**src/tmmt_pkg.sv**
```systemverilog
// ----------------------------------------------------------------------------
// Two-motor move timer package
// Shared widths, codes and bus layouts for the two-motor move timer.
// ----------------------------------------------------------------------------
package tmmt_pkg;

    localparam int unsigned DIR_W    = 3;
    localparam int unsigned BYTE_W   = 8;
    localparam int unsigned COUNT_W  = 16;
    localparam int unsigned CFG_IDX_W = 3;
    localparam int unsigned S_DATA_W = 24;
    localparam int unsigned M_DATA_W = 40;

    localparam logic [BYTE_W-1:0] CNT_MAX = 8'd255;

    // Direction codes of a move transaction.
    localparam logic [DIR_W-1:0] DIR_FWD   = 3'd0;
    localparam logic [DIR_W-1:0] DIR_BACK  = 3'd1;
    localparam logic [DIR_W-1:0] DIR_STOP  = 3'd2;
    localparam logic [DIR_W-1:0] DIR_CW    = 3'd3;
    localparam logic [DIR_W-1:0] DIR_ACW   = 3'd4;
    localparam logic [DIR_W-1:0] DIR_LEFT  = 3'd5;
    localparam logic [DIR_W-1:0] DIR_RIGHT = 3'd6;

    // Command kinds carried in the slave-side tuser.
    localparam logic CMD_MOVE = 1'b0;
    localparam logic CMD_TICK = 1'b1;

    // Configuration register indexes.
    localparam logic [CFG_IDX_W-1:0] CFG_STEP_UNITS     = 3'd0;
    localparam logic [CFG_IDX_W-1:0] CFG_ROTATE_UNITS   = 3'd1;
    localparam logic [CFG_IDX_W-1:0] CFG_STEP_THRESH    = 3'd2;
    localparam logic [CFG_IDX_W-1:0] CFG_ROTATE_THRESH  = 3'd3;
    localparam logic [CFG_IDX_W-1:0] CFG_PINGPONG_THRESH = 3'd4;

    typedef enum logic [1:0] {
        ACT_STOP = 2'd0,
        ACT_FWD  = 2'd1,
        ACT_BACK = 2'd2
    } t_action;

    typedef struct packed {
        logic [BYTE_W-1:0] speed;
        logic [BYTE_W-1:0] amount;
        logic [DIR_W-1:0]  direction;
        logic              cmd;
    } t_item;

endpackage

```
**src/two_motor_move_timer_core.sv**
```systemverilog
// ----------------------------------------------------------------------------
// Two-motor move timer core
// Sets H-bridge levels and a run count from move transactions, counts the
// run down on tick transactions, and keeps move repeat statistics.
// ----------------------------------------------------------------------------
// Channel  | Direction | Handshake                 | Payload
// s        | in        | i_s_tvalid / o_s_tready   | tuser cmd, tdata move fields
// m        | out       | o_m_tvalid / i_m_tready   | tdata result fields
// cfg      | in        | i_cfg_valid / o_cfg_ready | register index and data
//
// One transaction per cycle while the result is not stalled.
// The input register feeds one pass of logic into the result register.
// A stalled result holds the pipeline, and the input register still takes one
// more transaction. Synchronous reset restores all state but the input and result data.
// ----------------------------------------------------------------------------
module two_motor_move_timer_core
    import tmmt_pkg::*;
(
    input  logic                 i_clk,
    input  logic                 i_rst_n,
    input  logic                 i_s_tvalid,
    output logic                 o_s_tready,
    // tdata: direction[2:0], amount[10:3], speed[18:11], zero fill above
    input  logic [S_DATA_W-1:0]  i_s_tdata,
    // tuser: cmd
    input  logic                 i_s_tuser,
    output logic                 o_m_tvalid,
    input  logic                 i_m_tready,
    // tdata: left_drive_a, left_drive_b, right_drive_a, right_drive_b, moving,
    // step_repeat, rotate_repeat, rotate_pingpong, last_direction[10:8],
    // last_amount[18:11], ticks_left[34:19], rejected[35], zero fill above
    output logic [M_DATA_W-1:0]  o_m_tdata,
    input  logic                 i_cfg_valid,
    output logic                 o_cfg_ready,
    input  logic [CFG_IDX_W-1:0] i_cfg_index,
    input  logic [BYTE_W-1:0]    i_cfg_data
);

    logic              r_in_valid;
    t_item             r_in;
    logic              r_out_valid;
    logic [M_DATA_W-1:0] r_out_data;

    logic [BYTE_W-1:0] r_step_units;
    logic [BYTE_W-1:0] r_rotate_units;
    logic [BYTE_W-1:0] r_step_thresh;
    logic [BYTE_W-1:0] r_rotate_thresh;
    logic [BYTE_W-1:0] r_pingpong_thresh;

    logic [COUNT_W-1:0] r_run_count, n_run_count;
    logic [BYTE_W-1:0]  r_speed, n_speed;
    t_action            r_left, n_left;
    t_action            r_right, n_right;
    logic [BYTE_W-1:0]  r_repeat, n_repeat;
    logic [BYTE_W-1:0]  r_alt, n_alt;
    logic [DIR_W-1:0]   r_prev_dir, n_prev_dir;
    logic [BYTE_W-1:0]  r_prev_amount, n_prev_amount;
    logic               r_flag_step, n_flag_step;
    logic               r_flag_rotate, n_flag_rotate;
    logic               r_flag_pingpong, n_flag_pingpong;
    logic               n_rejected;

    logic               out_free;
    logic               advance;
    logic               is_rot;
    logic               same_dir;
    logic [BYTE_W-1:0]  units;
    logic [COUNT_W-1:0] product;
    logic [M_DATA_W-1:0] n_out_data;

    assign out_free   = !r_out_valid || i_m_tready;
    assign advance    = r_in_valid && out_free;
    assign o_s_tready = !r_in_valid || out_free;
    assign o_m_tvalid = r_out_valid;
    assign o_m_tdata  = r_out_data;
    assign o_cfg_ready = 1'b1;

    assign is_rot   = (r_in.direction == DIR_CW) || (r_in.direction == DIR_ACW);
    assign same_dir = (r_prev_dir == r_in.direction);
    assign units    = is_rot ? r_rotate_units : r_step_units;
    assign product  = {{(COUNT_W-BYTE_W){1'b0}}, r_in.amount}
                    * {{(COUNT_W-BYTE_W){1'b0}}, units};

    always_comb begin
        n_run_count     = r_run_count;
        n_speed         = r_speed;
        n_left          = r_left;
        n_right         = r_right;
        n_repeat        = r_repeat;
        n_alt           = r_alt;
        n_prev_dir      = r_prev_dir;
        n_prev_amount   = r_prev_amount;
        n_flag_step     = r_flag_step;
        n_flag_rotate   = r_flag_rotate;
        n_flag_pingpong = r_flag_pingpong;
        n_rejected      = 1'b0;

        if (r_in.cmd == CMD_MOVE) begin
            if (r_in.amount == '0) begin
                n_rejected = 1'b1;
            end else begin
                unique case (r_in.direction)
                    DIR_FWD: begin
                        n_left      = ACT_FWD;
                        n_right     = ACT_FWD;
                        n_run_count = product;
                    end
                    DIR_BACK: begin
                        n_left      = ACT_BACK;
                        n_right     = ACT_BACK;
                        n_run_count = product;
                    end
                    DIR_STOP: begin
                        n_left      = ACT_STOP;
                        n_right     = ACT_STOP;
                        n_run_count = product;
                    end
                    DIR_CW: begin
                        n_left      = ACT_FWD;
                        n_right     = ACT_BACK;
                        n_run_count = product;
                    end
                    DIR_ACW: begin
                        n_left      = ACT_BACK;
                        n_right     = ACT_FWD;
                        n_run_count = product;
                    end
                    default: begin
                    end
                endcase
                n_speed = r_in.speed;

                if (!same_dir) begin
                    n_repeat      = '0;
                    n_flag_step   = 1'b0;
                    n_flag_rotate = 1'b0;
                end else if (r_repeat != CNT_MAX) begin
                    n_repeat = r_repeat + 8'd1;
                end

                if (r_in.direction == DIR_FWD) begin
                    n_flag_step = (n_repeat >= r_step_thresh);
                end else if (is_rot) begin
                    n_flag_rotate = (n_repeat >= r_rotate_thresh);
                end

                if (!is_rot) begin
                    n_alt = '0;
                end else if (!same_dir && (r_alt != CNT_MAX)) begin
                    n_alt = r_alt + 8'd1;
                end

                n_flag_pingpong = (n_alt >= r_pingpong_thresh);
                n_prev_dir      = r_in.direction;
                n_prev_amount   = r_in.amount;
            end
        end else if (r_speed != '0) begin
            if (r_run_count == '0) begin
                n_run_count = '0;
                n_speed     = '0;
                n_left      = ACT_STOP;
                n_right     = ACT_STOP;
            end else begin
                n_run_count = r_run_count - 16'd1;
            end
        end

        n_out_data = {
            {(M_DATA_W-36){1'b0}},
            n_rejected,
            n_run_count,
            n_prev_amount,
            n_prev_dir,
            n_flag_pingpong,
            n_flag_rotate,
            n_flag_step,
            (n_speed != '0),
            (n_right == ACT_BACK),
            (n_right == ACT_FWD),
            (n_left == ACT_BACK),
            (n_left == ACT_FWD)
        };
    end

    always_ff @(posedge i_clk) begin
        if (!i_rst_n) begin
            r_in_valid        <= 1'b0;
            r_out_valid       <= 1'b0;
            r_step_units      <= 8'd10;
            r_rotate_units    <= 8'd10;
            r_step_thresh     <= 8'd3;
            r_rotate_thresh   <= 8'd3;
            r_pingpong_thresh <= 8'd3;
            r_run_count       <= '0;
            r_speed           <= '0;
            r_left            <= ACT_STOP;
            r_right           <= ACT_STOP;
            r_repeat          <= '0;
            r_alt             <= '0;
            r_prev_dir        <= DIR_FWD;
            r_prev_amount     <= '0;
            r_flag_step       <= 1'b0;
            r_flag_rotate     <= 1'b0;
            r_flag_pingpong   <= 1'b0;
        end else begin
            if (o_s_tready) begin
                r_in_valid <= i_s_tvalid;
            end
            if (out_free) begin
                r_out_valid <= r_in_valid;
            end
            if (advance) begin
                r_run_count     <= n_run_count;
                r_speed         <= n_speed;
                r_left          <= n_left;
                r_right         <= n_right;
                r_repeat        <= n_repeat;
                r_alt           <= n_alt;
                r_prev_dir      <= n_prev_dir;
                r_prev_amount   <= n_prev_amount;
                r_flag_step     <= n_flag_step;
                r_flag_rotate   <= n_flag_rotate;
                r_flag_pingpong <= n_flag_pingpong;
            end
            if (i_cfg_valid) begin
                unique case (i_cfg_index)
                    CFG_STEP_UNITS:      r_step_units      <= i_cfg_data;
                    CFG_ROTATE_UNITS:    r_rotate_units    <= i_cfg_data;
                    CFG_STEP_THRESH:     r_step_thresh     <= i_cfg_data;
                    CFG_ROTATE_THRESH:   r_rotate_thresh   <= i_cfg_data;
                    CFG_PINGPONG_THRESH: r_pingpong_thresh <= i_cfg_data;
                    default: begin
                    end
                endcase
            end
        end
    end

    always_ff @(posedge i_clk) begin
        if (o_s_tready && i_s_tvalid) begin
            r_in.cmd       <= i_s_tuser;
            r_in.direction <= i_s_tdata[2:0];
            r_in.amount    <= i_s_tdata[10:3];
            r_in.speed     <= i_s_tdata[18:11];
        end
        if (advance) begin
            r_out_data <= n_out_data;
        end
    end

endmodule
```
**config.mk**
```make
export PLATFORM = sky130hd
export DESIGN_NAME = two_motor_move_timer_core
export DESIGN_NICKNAME = d
export VERILOG_FILES = /design/src/tmmt_pkg.sv /design/src/two_motor_move_timer_core.sv
export SDC_FILE = /design/constraint.sdc
export NUM_CORES = 1
export LEC_CHECK = 0
export ABC_AREA = 1
export BUFFER_PORTS_ARGS = -buffer_cell sky130_fd_sc_hd__buf_2
export CAP_MARGIN = 20
export CORE_MARGIN = 2
export CORE_UTILIZATION = 50
export DETAILED_ROUTE_END_ITERATION = 16
export PLACE_DENSITY_LB_ADDON = 0.12
export SLEW_MARGIN = 30
export SYNTH_ARGS = -nofsm -noshare
export SYNTH_HDL_FRONTEND = slang
export SYNTH_SLANG_ARGS = --single-unit
```
**constraint.sdc**
```tcl
create_clock -name i_clk -period 4.7 [get_ports i_clk]
set_clock_uncertainty 0.05 [all_clocks]
set_input_delay 0.94 -clock i_clk [delete_from_list [all_inputs] [get_ports i_clk]]
set_output_delay 0.94 -clock i_clk [all_outputs]
set_load 0.02 [all_outputs]
```
# == After elaboration in Yosys (flattened, before gate mapping) ==
# Cells that the tools add are included.
# totals
elab_cells,118
output_inout_bits,43
regBits,156
in_bits,41
# op_classes
n_eq_ne,15
n_lt_le_gt_ge,3
multipliers,1
bitwise,2
n_addsub,3
reduce_logical,26
mux,44
# op_table
op,n
two-way mux 8 bit,15
two-way mux 16 bit,5
greater-or-equal comparator 8 bit,3
adder 8 x 1 -> 8 bit (second input constant),2
logical NOT 16 bit,1
multiplier 8 x 8 -> 16 bit,1
two-way mux 2 bit,8
inequality test 8 bit (second input constant),2
nonzero test 8 bit,2
subtractor 16 x 1 -> 16 bit (second input constant),1
equality test 3 x 2 -> 1 bit (second input constant),4
two-way mux 1 bit,12
one-hot mux 2 bit (3 select lines),2
AND reduction 2 bit,5
logical NOT 8 bit,1
OR reduction 2 bit,4
equality test 3 x 1 -> 1 bit (second input constant),2
equality test 3 bit (second input constant),2
logical NOT 3 bit,2
two-way mux 3 bit,2
OR reduction 5 bit,1
equality test 2 x 1 -> 1 bit (second input constant),2
equality test 2 bit (second input constant),2
equality test 3 bit,1
5 further kinds,12

# == Depth between registers and ports, before layout ==
# Gate-level depths: netlist of run 1.
# logic_depth
word_depth,10
ltp_mapped,29
ltp_nobuf,29

# == Worst setup path after synthesis of run 1 ==
# Ideal clock, no wire load.
# synth_path
path_type,flip-flop to flip-flop
from,register r_in[1] (netlist name)
to,"register r_out_data[34], in the netlist o_m_tdata[34], data pin"
arrival_time_ns,4.428
synth_period_minus_slack_ns,4.732
stages_incl_launch_ff,25
n_path_buf,1
setup_slack_ns,-0.032
path_cell_list,edfxtp_1 -> inv_2 -> nand2_2 -> nand2_4 -> nand2_4 -> buf_4 -> o21a_1 -> inv_1 -> nor2_1 -> fa_1 -> fa_1 -> fa_1 -> inv_1 -> fa_1 -> inv_1 -> ha_1 -> nand2_1 -> nor2_1 -> and2_1 -> nand2_1 -> nand3_1 -> nand2_1 -> nand3_1 -> nand2_1 -> nand2_1
# synth_between
elab_chain_cells,7
elab_cells_between_ends,12
cone_classes,mul (1); eq/ne (4); mux (4); reduce/logical (3)
# synth_rtl
element,line,rtl
"start, declared",two_motor_move_timer_core.sv:40,t_item r_in;
equality test 3 x 2 -> 1 bit / equality test 3 bit (equally long branches),"two_motor_move_timer_core.sv:78, two_motor_move_timer_core.sv:102",
logical OR 1 bit,two_motor_move_timer_core.sv:78,assign is_rot = (r_in.direction == DIR_CW) || (r_in.direction == DIR_ACW);
two-way mux 8 bit,two_motor_move_timer_core.sv:80,assign units = is_rot ? r_rotate_units : r_step_units;
multiplier 8 x 8 -> 16 bit,two_motor_move_timer_core.sv:82,"* {{(COUNT_W-BYTE_W){1'b0}}, units};"
two-way mux 16 bit *,two_motor_move_timer_core.sv:102,unique case (r_in.direction)
two-way mux 16 bit *,two_motor_move_timer_core.sv:99,if (r_in.amount == '0) begin
two-way mux 16 bit *,two_motor_move_timer_core.sv:98,if (r_in.cmd == CMD_MOVE) begin
via n_out_data[34],two_motor_move_timer_core.sv:69,logic [M_DATA_W-1:0] n_out_data;
"end signal, assigned",two_motor_move_timer_core.sv:247,r_out_data <= n_out_data;
"end, declared",two_motor_move_timer_core.sv:42,logic [M_DATA_W-1:0] r_out_data;
# The timed path passes the listed nets; every way through them passes the cells marked *.
# A chain may end at the register's enable or synchronous reset.

# == Worst setup path in the final report of run 1 ==
# layout_path
from,register r_in[2] (netlist name)
to,"register r_out_data[34], in the netlist o_m_tdata[34], data pin"
# The elaborated chain is that of the path after synthesis.

==> summary.md, run 1 <==
| Metric | Value |
|---|---|
| Number of placed I/O pins | `84` |
| P_leak | `6.03 nW` |
| Xor and xnor area share after synthesis | `1.02%` |
| Endpoints failing hold | `0` |
| Reg2Reg Depth | `24` |
| Die Span X | `147 um` |
| Max Cap Viol | `0` |
| Overflow left after global routing | `0` |
| Die H | `147 um` |
| Mux cell area share after synthesis | `0.219%` |
| Power share of the clock group | `28.8%` |
| First-pass GRT wire length | `42100 um` |
| Ys flop type | `dfxtp_1` |
| CTS tree | `done` |
| Root Driver | `clkbuf_16` |
| Count leader, synth | `nand2_1` |
| Diode count | `0` |
| Post-route ant nets | `0` |
| Post-DR wirelength/cell | `14.0 um` |
| Sequential area share after synthesis | `35.9%` |
| Ys Warns | `0` |
| Port Buffers | `73` |
| Initial antenna violation count | `0` |
| Hold WS | `412 ps` |
| Synth Area per Inst | `7.52 sq um` |
| Util after Layout | `60.3%` |
| Synth Instances | `1366` |
| Core area | `0.0202 sq mm` |
| Max Fclk | `0.209 GHz` |
| Fin Setup TNS | `-315 ps` |
| PD cells | `424 mW/mm^2` |
| Largest family of logic cells by synthesized area | `simple AND/OR/NAND/NOR gates` |
| Gpl congestion | `0.860` |
| Comb power frac | `41.1%` |
| Vias in the first global route | `8681` |
| WP data arrival | `4920 ps` |
| Clk pin slew, worst setup/hold paths | `70 ps` |
| H-tree lvl count | `4` |
| Fill count | `1857` |
| Via density | `5.08` |
| Initial Util | `50.9%` |
| Pins Over Slew Limit | `0` |
| Clock latency at the later pin of the worst-skew pair | `430 ps` |
| Cell Area, Synth | `0.0103 sq mm` |
| Final count of negative-setup-slack endpoints | `9` |
| Actual slew at the worst max-slew pin | `972 ps` |
| Drt drc | `0` |
| Tcrit/Tclk final | `102%` |
| FP Rows | `52` |
| Router iterations before antenna repair | `5` |
| Critical Path RT | `4830 ps` |
| GRT Overall Usage | `24.0%` |
| Number of buffers created by CTS | `17` |
| Post-Synth Adder-Cell Area | `14.8%` |
| FF+latch count, synth | `156` |
| Simple-gate portion of the synthesized area | `25.3%` |
| Unique masters post-synth | `50` |
| Compound-Gate Fraction of Synth Area | `11.5%` |
| Final instance area | `0.0122 sq mm` |
| Min-Delay Path Class | `reg -> reg` |
| WL final | `24800 um` |
| Clock Path Buffers | `2` |
| Post-synth top area share | `19.5%` |
| Psw | `1.88 mW` |
| Final min period | `4780 ps` |
| Max Fanout on Critical Path | `6` |
| Kind of critical path | `reg -> reg` |
| RSZ-0062 raised after global routing | `true` |
| CTS sink cnt | `156` |
| Synth area leaders | `dfxtp_1, edfxtp_1, nand2_1` |
| PnR worst setup slack | `-81.5 ps` |
| Area grow syn2layout | `18.4%` |
| Total die area | `0.0217 sq mm` |
| Total Power | `5.15 mW` |
| Layout cells sized above 1 | `19.3%` |
| Run status | `complete, but fails checks` |
| Crit path launch type | `register` |
| Fin nets | `1623` |
| Vias | `8972` |
| Placed cell area | `0.0111 sq mm` |
| Asr flop ratio synth | `0%` |
| Failing checks | `negative setup slack` |
| Worst slew margin | `35.1%` |
| Number of synthesized flops with an enable pin | `56` |
| Switching share of power | `36.6%` |
| VDD IR max | `0.273 mV` |
| Largest net degree at the start of global routing | `43` |
| Largest area contributor in the netlist | `dfxtp_1` |
| Synth cell count leaders | `nand2_1, inv_1, nor2_1` |
| DP HPWL | `17600 um` |
| CP endpoint kind | `register` |
| Iter 0 DRT Violations | `531` |
| Hold path depth | `2` |
| Internal | `3.27 mW` |
| Sequential group share of total power | `30.1%` |
## area by class of cell
cell class | count | area, sq um | area share [%]
Tap cell | 270 | 338 | 2.78
Clock inverter | 14 | 190 | 1.56
Clock buffer | 18 | 439 | 3.61
Inverter | 242 | 916 | 7.53
Timing Repair Buffer | 133 | 831 | 6.83
Sequential cell | 156 | 3680 | 30.3
Multi-Input combinational cell | 932 | 5760 | 47.4
## layout by cell type (no fill, tap or decap), types with 4 or more instances in the layout
cell type / count
a21oi_1: 96
dfxtp_1: 100
nor2_1: 128
nor2_2: 12
ha_4: 5
nand2_4: 8
inv_2: 31
xor2_1: 6
buf_6: 4
edfxtp_1: 56
inv_6: 4
o21ai_2: 7
fa_2: 5
fa_1: 31
ha_1: 58
o21ai_1: 14
o21ai_0: 74
nor3_1: 5
buf_2: 73
bufinv_16: 4
o211ai_1: 9
nand2_1: 273
clkinv_1: 4
nand3_1: 105
nand2_2: 19
nand4_1: 15
buf_4: 56
conb_1: 5
nand3_2: 9
inv_1: 207
clkbuf_16: 17
xnor2_1: 5
## per-stage QoR
step	worst slack [ps]	std cells
floorplan	3.56	1369
global placement	-222	1717
detailed placement	-250	1717
CTS	-21.1	1762
global route	-298	1765
finish	-81.5	1765
## routing by layer
metal | share of wire, % | routed length, um | vias to the layer above | GRT usage (%)
li1 | - | - | 4600 | -
met1 | 50 | 12400 | 4183 | 33.9
met2 | 45 | 11100 | 165 | 38.9
met3 | 3.7 | 907 | 24 | 3.85
met4 | 1.2 | 293 | 0 | 5.91
met5 | 0 | 0 | - | 0
## final timing paths
kind                 startpoint            endpoint  slack, ps
min reg2reg  r_rotate_thresh[3]  r_rotate_thresh[3]        410
min          r_rotate_thresh[3]  r_rotate_thresh[3]        410
max reg2reg             r_in[2]       o_m_tdata[34]        -80
max                     r_in[2]       o_m_tdata[34]        -80
## state kept, by name, summed over array words and instances (netlist names)
name and cells:
o_m_tvalid 1, r_in 20, r_flag_pingpong 1, r_repeat 8
r_pingpong_thresh 8, r_left 2, r_flag_rotate 1, r_speed 8
r_rotate_thresh 8, r_step_thresh 8, r_prev_amount 8, r_flag_step 1
r_prev_dir 3, r_in_valid 1, r_step_units 8, r_alt 8
r_right 2, r_rotate_units 8, r_run_count 16, o_m_tdata 36
## kinds of logic after synthesis
group / count (synthesis)
AO/OA/AOI/OAI: 217
XOR/XNOR: 12
adder cells (fa/ha/maj): 100
buffers and inverters: 281
flip-flops: 156
multiplexers: 1
other: 2
AND/OR/NAND/NOR: 597
## worst max-delay path, cell delays in order (launching register included)
cell and delay (ps):
edfxtp_1 450, inv_1 100, nand2_2 80, nand2_4 90
nand2_8 80, buf_6 130, o21a_1 210, inv_2 120
buf_6 130, nor2_4 30, fa_1 530, fa_2 460
fa_1 510, inv_2 40, fa_1 490, inv_2 50
ha_4 300, nand2_4 70, nor2_4 90, and2_1 120
nand2_1 60, nand4_1 90, nand3_2 90, nand2_2 110
nand2_1 50
## power by group through the flow
stage / registers (mW) / clock network [mW] / logic (mW)
6_report: 1.55 / 1.49 / 2.12
5_1_grt: 1.56 / 1.56 / 2.38
4_1_cts: 1.55 / 1.50 / 2.03
3_5_place_dp: 1.58 / 0 / 1.70
3_3_place_gp: 1.58 / 0 / 1.68
2_1_floorplan: 1.60 / 0 / 1.15
## timing repair
| action | 4_1_cts | 5_1_grt |
|---|---|---|
| pin swaps | 52 | 19 |
| resized for setup | 59 | 25 |
| setup buffers | 13 | 3 |
| setup endpoints to repair | 19 | 22 |
| hold buffers | 0 | 0 |
| gates cloned | 0 | 0 |
(Power assumes the default switching activity.)
==> run 2, diff against run 1 <==
==> constraint.sdc (replaced) <==
create_clock -name i_clk -period 5.1 [get_ports i_clk]
set_clock_uncertainty 0.05 [all_clocks]
set_input_delay 1.02 -clock i_clk [delete_from_list [all_inputs] [get_ports i_clk]]
set_output_delay 1.02 -clock i_clk [all_outputs]
set_load 0.02 [all_outputs]
==> summary.md, run 2 (synthesis results as in run 1) <==
| Metric | Value |
|---|---|
| P_leak | `5.84 nW (-3.2%)` |
| Die H | `147 um (unchanged)` |
| CP endpoint kind | `register` |
| Core area | `0.0202 sq mm (unchanged)` |
| Largest register FFs | `36 (unchanged)` |
| Psw | `1.69 mW (-10%)` |
| Diode count | `0 (unchanged)` |
| Fin nets | `1596 (-1.7%)` |
| Reg2Reg Depth | `25 (+4.2%)` |
| Vias in the first global route | `8166 (-5.9%)` |
| GRT Overall Usage | `23.3% (-0.76 points)` |
| Gpl congestion | `0.876 (+1.8%)` |
| Drt drc | `0 (unchanged)` |
| Run status | `completed` |
| Number of buffers created by CTS | `17 (unchanged)` |
| RSZ-0062 raised after global routing | `true` |
| Hold path depth | `2 (unchanged)` |
| Post-Layout Cell Count | `1738 (-1.5%)` |
| Largest net degree at the start of global routing | `67 (+56%)` |
| Max Cap Viol | `0 (unchanged)` |
| Clock Path Buffers | `2 (unchanged)` |
| Actual slew at the worst max-slew pin | `948 ps (-24.0 ps)` |
| FP Rows | `52 (unchanged)` |
| Router iterations before antenna repair | `5 (unchanged)` |
| Clock latency at the later pin of the worst-skew pair | `430 ps (about the same)` |
| Internal | `2.74 mW (-16%)` |
| Die Span X | `147 um (unchanged)` |
| Sequential group share of total power | `32.3% (+2.2 points)` |
| Final count of negative-setup-slack endpoints | `0 (-9)` |
| Kind of critical path | `reg -> reg` |
| Comb power frac | `40.9% (-0.2 points)` |
| Final instance area | `0.0118 sq mm (-3.1%)` |
| Final min period | `4960 ps (+182 ps)` |
| CTS tree | `done` |
| Placed insts | `1698 (-1.1%)` |
| Area grow syn2layout | `14.7%` |
| Post-route ant nets | `0 (unchanged)` |
| Max Fclk | `0.201 GHz (-3.7%)` |
| Most frequent cells in the layout | `nand2_1, inv_1, nor2_1` |
| Port Buffers | `73 (unchanged)` |
| Root Driver | `clkbuf_16` |
| Layout cells sized above 1 | `16.3% (-3.1 points)` |
| Crit path launch type | `register` |
| CTS sink cnt | `156 (unchanged)` |
| Number of placed I/O pins | `84 (unchanged)` |
| Total die area | `0.0217 sq mm (unchanged)` |
| Initial antenna violation count | `0 (unchanged)` |
| Initial Util | `50.9% (unchanged)` |
| WP data arrival | `5100 ps (+180 ps)` |
| Max Fanout on Critical Path | `5 (-1)` |
| Overflow left after global routing | `0 (unchanged)` |
| Pins Over Slew Limit | `0 (unchanged)` |
| Worst slew margin | `36.7% (+1.6 points)` |
| VDD IR max | `0.227 mV (-17%)` |
| First-pass GRT wire length | `40500 um (-3.7%)` |
| Most common cell after layout, fill and taps aside | `nand2_1` |
| Vias | `8957 (-0.17%)` |
| Iter 0 DRT Violations | `618 (+16%)` |
| Switching share of power | `38.1% (+1.5 points)` |
| Tcrit/Tclk final | `97.3% (-4.4 points)` |
| Critical Path RT | `5230 ps (+400 ps)` |
| PD cells | `376 mW/mm^2 (-11%)` |
| Via density | `5.15 (+1.4%)` |
| WL final | `25100 um (+1.3%)` |
| Post-DR wirelength/cell | `14.4 um (+2.8%)` |
| Endpoints failing hold | `0 (unchanged)` |
| Power share of the clock group | `26.8% (-2.0 points)` |
| H-tree lvl count | `4 (unchanged)` |
| DP HPWL | `17600 um (about the same)` |
| Min-Delay Path Class | `reg -> reg` |
| Placed cell area | `0.0109 sq mm (-1.4%)` |
| Clk pin slew, worst setup/hold paths | `60 ps (about the same)` |
## run 2: layout make-up
cell class | count | area (sq um)
fillers | 1932 | 8390
multi-input cells | 933 | 5700
flip-flops and latches | 156 | 3680
inverters | 242 | 916
repair buffers | 105 | 606
clock buffers | 21 | 440
well taps | 270 | 338
clock inverters | 11 | 96.3
## run 2: layer usage
metal,track usage [%],vias up,routed length [um]
li1,-,4553,-
met1,34.1,4183,12600
met2,36.4,195,11200
met3,3.04,26,975
met4,6.35,0,318
met5,0,-,0
## run 2: path summary, 6_finish.rpt
kind	startpoint	to	slack, ps
worst max-delay path	r_in[1]	o_m_tdata[33]	140
worst min-delay path	r_step_units[0]	r_step_units[0]	410
worst max register to register	r_in[1]	o_m_tdata[33]	140
worst min register to register	r_step_units[0]	r_step_units[0]	410
## run 2: power groups by stage
stage / logic, mW / registers, mW / clock network [mW]
global route: 2.04 / 1.44 / 1.25
CTS: 1.50 / 1.43 / 1.20
global placement: 1.46 / 1.46 / 0
floorplan: 1.05 / 1.48 / 0
finish: 1.81 / 1.43 / 1.19
detailed placement: 1.49 / 1.45 / 0
## run 2: worst max-delay path, stage by stage, from the launching register on
cell	delay (ps)
edfxtp_1	460
inv_2	120
nand2_2	80
nand2_4	150
nand2_8	90
buf_4	150
o21a_1	190
inv_2	120
nor2_2	60
fa_1	520
fa_1	520
fa_1	490
inv_1	50
fa_1	520
inv_1	60
ha_4	250
nand2_4	90
inv_1	50
nand2_2	70
nand2_1	60
nand2_1	80
nand3_1	80
nand2_1	90
nand3_2	120
nand2_2	130
nand2_2	50
## run 2: stage by stage
step	worst slack (ps)	util [%]	setup TNS (ps)	power, mW	hold slack (ps)
after global routing	-83.2	58.4	-593	4.73	440
after floorplan	368	-	0	2.52	380
after global placement	62.7	54.3	0	2.92	389
final	136	58.4	0	4.43	407
after CTS	26.8	57.0	0	4.13	411
after detailed placement	57.7	54.3	0	2.94	399
## run 2: timing repair
action,in CTS,in global routing
setup endpoints to repair,1,19
pin swaps,1,31
resized for setup,0,61
gates cloned,0,1
setup buffers,3,4
hold buffers,0,0
==> run 3, diff against run 2 <==
--- a/config.mk
+++ b/config.mk
@@ -6,11 +6,11 @@
 export NUM_CORES = 1
 export LEC_CHECK = 0
 export ABC_AREA = 1
-export BUFFER_PORTS_ARGS = -buffer_cell sky130_fd_sc_hd__buf_2
 export CAP_MARGIN = 20
 export CORE_MARGIN = 2
 export CORE_UTILIZATION = 50
 export DETAILED_ROUTE_END_ITERATION = 16
+export DONT_BUFFER_PORTS = 1
 export PLACE_DENSITY_LB_ADDON = 0.12
 export SLEW_MARGIN = 30
 export SYNTH_ARGS = -nofsm -noshare
==> summary.md, run 3 (synthesis results as in run 1) <==
| Metric | Value |
|---|---|
| Run status | `completed` |
| Initial Util | `50.9% (unchanged)` |
| Largest net degree at the start of global routing | `68 (+1.5%)` |
| Util after Layout | `56.2% (-2.2 points)` |
| Hold path depth | `2 (unchanged)` |
| Total die area | `0.0217 sq mm (unchanged)` |
| Clock Path Buffers | `2 (unchanged)` |
| DP HPWL | `17200 um (-2.5%)` |
| Register area | `0.00368 sq mm (unchanged)` |
| Number of buffers created by CTS | `17 (unchanged)` |
| Total Power | `4.28 mW (-3.3%)` |
| Clk pin slew, worst setup/hold paths | `70 ps (about the same)` |
| PD cells | `378 mW/mm^2 (+0.45%)` |
| Crit-path slowest cell | `fa_1` |
| Final min period | `4880 ps (-80.7 ps)` |
| Crit path launch type | `register` |
| Hold Path Sink | `r_step_units[0]` |
| Post-place setup slack | `34.4 ps (-23.3 ps)` |
| Tcrit/Tclk final | `95.7% (-1.6 points)` |
| Post-DR wirelength/cell | `14.5 um (+0.32%)` |
| H-tree lvl count | `4 (unchanged)` |
| Initial antenna violation count | `0 (unchanged)` |
| Largest stage delay on the critical path | `550 ps (+30 ps)` |
| HP Start | `r_step_units[0]` |
| Vias | `8562 (-4.4%)` |
| VDD IR max | `0.214 mV (-5.7%)` |
| P_leak | `5.52 nW (-5.4%)` |
| Buf+Inv Stages, Crit Path | `6 (unchanged)` |
| CP endpoint kind | `register` |
| Die Span X | `147 um (unchanged)` |
| Port Buffers | `0 (-100%)` |
| Pins Over Slew Limit | `0 (unchanged)` |
| Global Route met3 Usage | `4.84% (+1.8 points)` |
| Worst path cell trace | `inv_2 > nand2_4 > nand2_4 > nand2_8 > buf_6 > o21ai_4 > inv_2 > nand2_1 > fa_1 > fa_1 > inv_1 > fa_1 > inv_1 > fa_1 > inv_1 > ha_4 > nand2_1 > nor2_1 > nand2_1 > nand4_1 > nand3_1 > nand2_1 > nand2_1` |
| Diode count | `0 (unchanged)` |
| Global routing's busiest layer | `met2` |
| Die H | `147 um (unchanged)` |
| Largest register FFs | `36 (unchanged)` |
| Min-Delay Path Class | `reg -> reg` |
| Area of the multi-input gates | `0.00560 sq mm (-1.7%)` |
| Flop-to-flop setup slack | `220 ps (+80 ps)` |
| Met2 Use GR | `34.6% (-1.8 points)` |
| Grt met1 use | `33.5% (-0.67 points)` |
| Reg2Reg Launch Point | `r_in[1]` |
| Crit path max-delay family | `adder cells` |
| Endpoints failing hold | `0 (unchanged)` |
| Max Fclk | `0.205 GHz (+1.7%)` |
| Gpl congestion | `0.858 (-2.1%)` |
| Hold WS | `405 ps (-1.92 ps)` |
| Most frequent cells in the layout | `nand2_1, inv_1, nor2_1` |
| Vias in the first global route | `7936 (-2.8%)` |
| Worst slew margin | `36.6% (-0.16 points)` |
| Number of placed I/O pins | `84 (unchanged)` |
| Most common cell type on the critical path | `nand2_1` |
| Final count of negative-setup-slack endpoints | `0 (unchanged)` |
| Area grow syn2layout | `10.4%` |
| Core area | `0.0202 sq mm (unchanged)` |
| Fin nets | `1517 (-4.9%)` |
| Clock latency at the later pin of the worst-skew pair | `430 ps (about the same)` |
| Post-route ant nets | `0 (unchanged)` |
| Via density | `5.16 (+0.14%)` |
| GRT Overall Usage | `22.9% (-0.37 points)` |
| WP data arrival | `5020 ps (-80 ps)` |
| FP Rows | `52 (unchanged)` |
| CTS tree | `done` |
| Root Driver | `clkbuf_16` |
| Actual slew at the worst max-slew pin | `951 ps (+2.45 ps)` |
| Fin Setup TNS | `0 ps (unchanged)` |
| CTS sink cnt | `156 (unchanged)` |
| R2R Path End | `o_m_tdata[29]` |
| WL final | `24000 um (-4.2%)` |
| Max Cap Viol | `0 (unchanged)` |
| Kind of critical path | `reg -> reg` |
| Overflow left after global routing | `0 (unchanged)` |
| Iter 0 DRT Violations | `526 (-15%)` |
| PnR worst setup slack | `217 ps (+80.7 ps)` |
| First-pass GRT wire length | `39900 um (-1.5%)` |
| Drt drc | `0 (unchanged)` |
| Router iterations before antenna repair | `5 (unchanged)` |
| Layout cells sized above 1 | `10.3% (-6.0 points)` |
| Reg2Reg Depth | `23 (-8.0%)` |
| RSZ-0062 raised after global routing | `true` |
| Critical Path RT | `5240 ps (about the same)` |
| Most common cell after layout, fill and taps aside | `nand2_1` |
| Fill count | `1952 (+1.0%)` |
| Max Fanout on Critical Path | `8 (+3)` |
[run 3: repair_timing]
action                                  4_1_cts  5_1_grt
gates resized for setup                       0       37
buffers inserted                              0        5
endpoints found under the setup margin        0       20
hold buffers                                  0        0
[run 3: metal layers]
metal	share of wire, %	vias to the layer above
met4	1.5	0
met5	0	-
met2	44	201
met1	50	3944
met3	5.3	27
li1	-	4390
[run 3: final cells by class]
type / instances / area share (%)
timing repair buffer: 27 / 1.85
tap: 270 / 2.98
clock inverter: 11 / 1.18
sequential: 156 / 32.5
multi-input combinational: 932 / 49.4
clock buffer: 21 / 4.06
inverter: 242 / 8.08
[run 3: worst register-to-register path, cell delays in order (launching register included)]
cell and delay, ps:
edfxtp_1 440, inv_2 120, nand2_4 80, nand2_4 100
nand2_8 80, buf_6 150, o21ai_4 220, inv_2 60
nand2_1 80, fa_1 460, fa_1 550, inv_1 50
fa_1 530, inv_1 60, fa_1 520, inv_1 60
ha_4 290, nand2_1 90, nor2_1 130, nand2_1 80
nand4_1 80, nand3_1 150, nand2_1 140, nand2_1 60
[run 3: power breakdown]
part | switching (mW) | internal, mW
clock network | 0.542 | 0.754
registers | 0.0790 | 1.38
logic | 0.942 | 0.581
[run 3: stage by stage]
| step | cells | cell area (sq um) |
|---|---|---|
| finish | 1659 | 11300 |
| global route | 1659 | 11300 |
| CTS | 1654 | 11200 |
| detailed placement | 1622 | 10600 |
| global placement | 1622 | 10600 |
| floorplan | 1369 | 10300 |
[run 3: how the worst max path moves through the flow]
stage	start	to	cells past startpoint
after floorplan	r_in[1]	o_m_tdata[34]	24
after global placement	r_in[1]	o_m_tdata[34]	24
after detailed placement	r_in[1]	o_m_tdata[34]	24
after CTS	r_in[1]	o_m_tdata[34]	24
after global routing	r_in[1]	o_m_tdata[34]	24
final	r_in[1]	o_m_tdata[29]	23
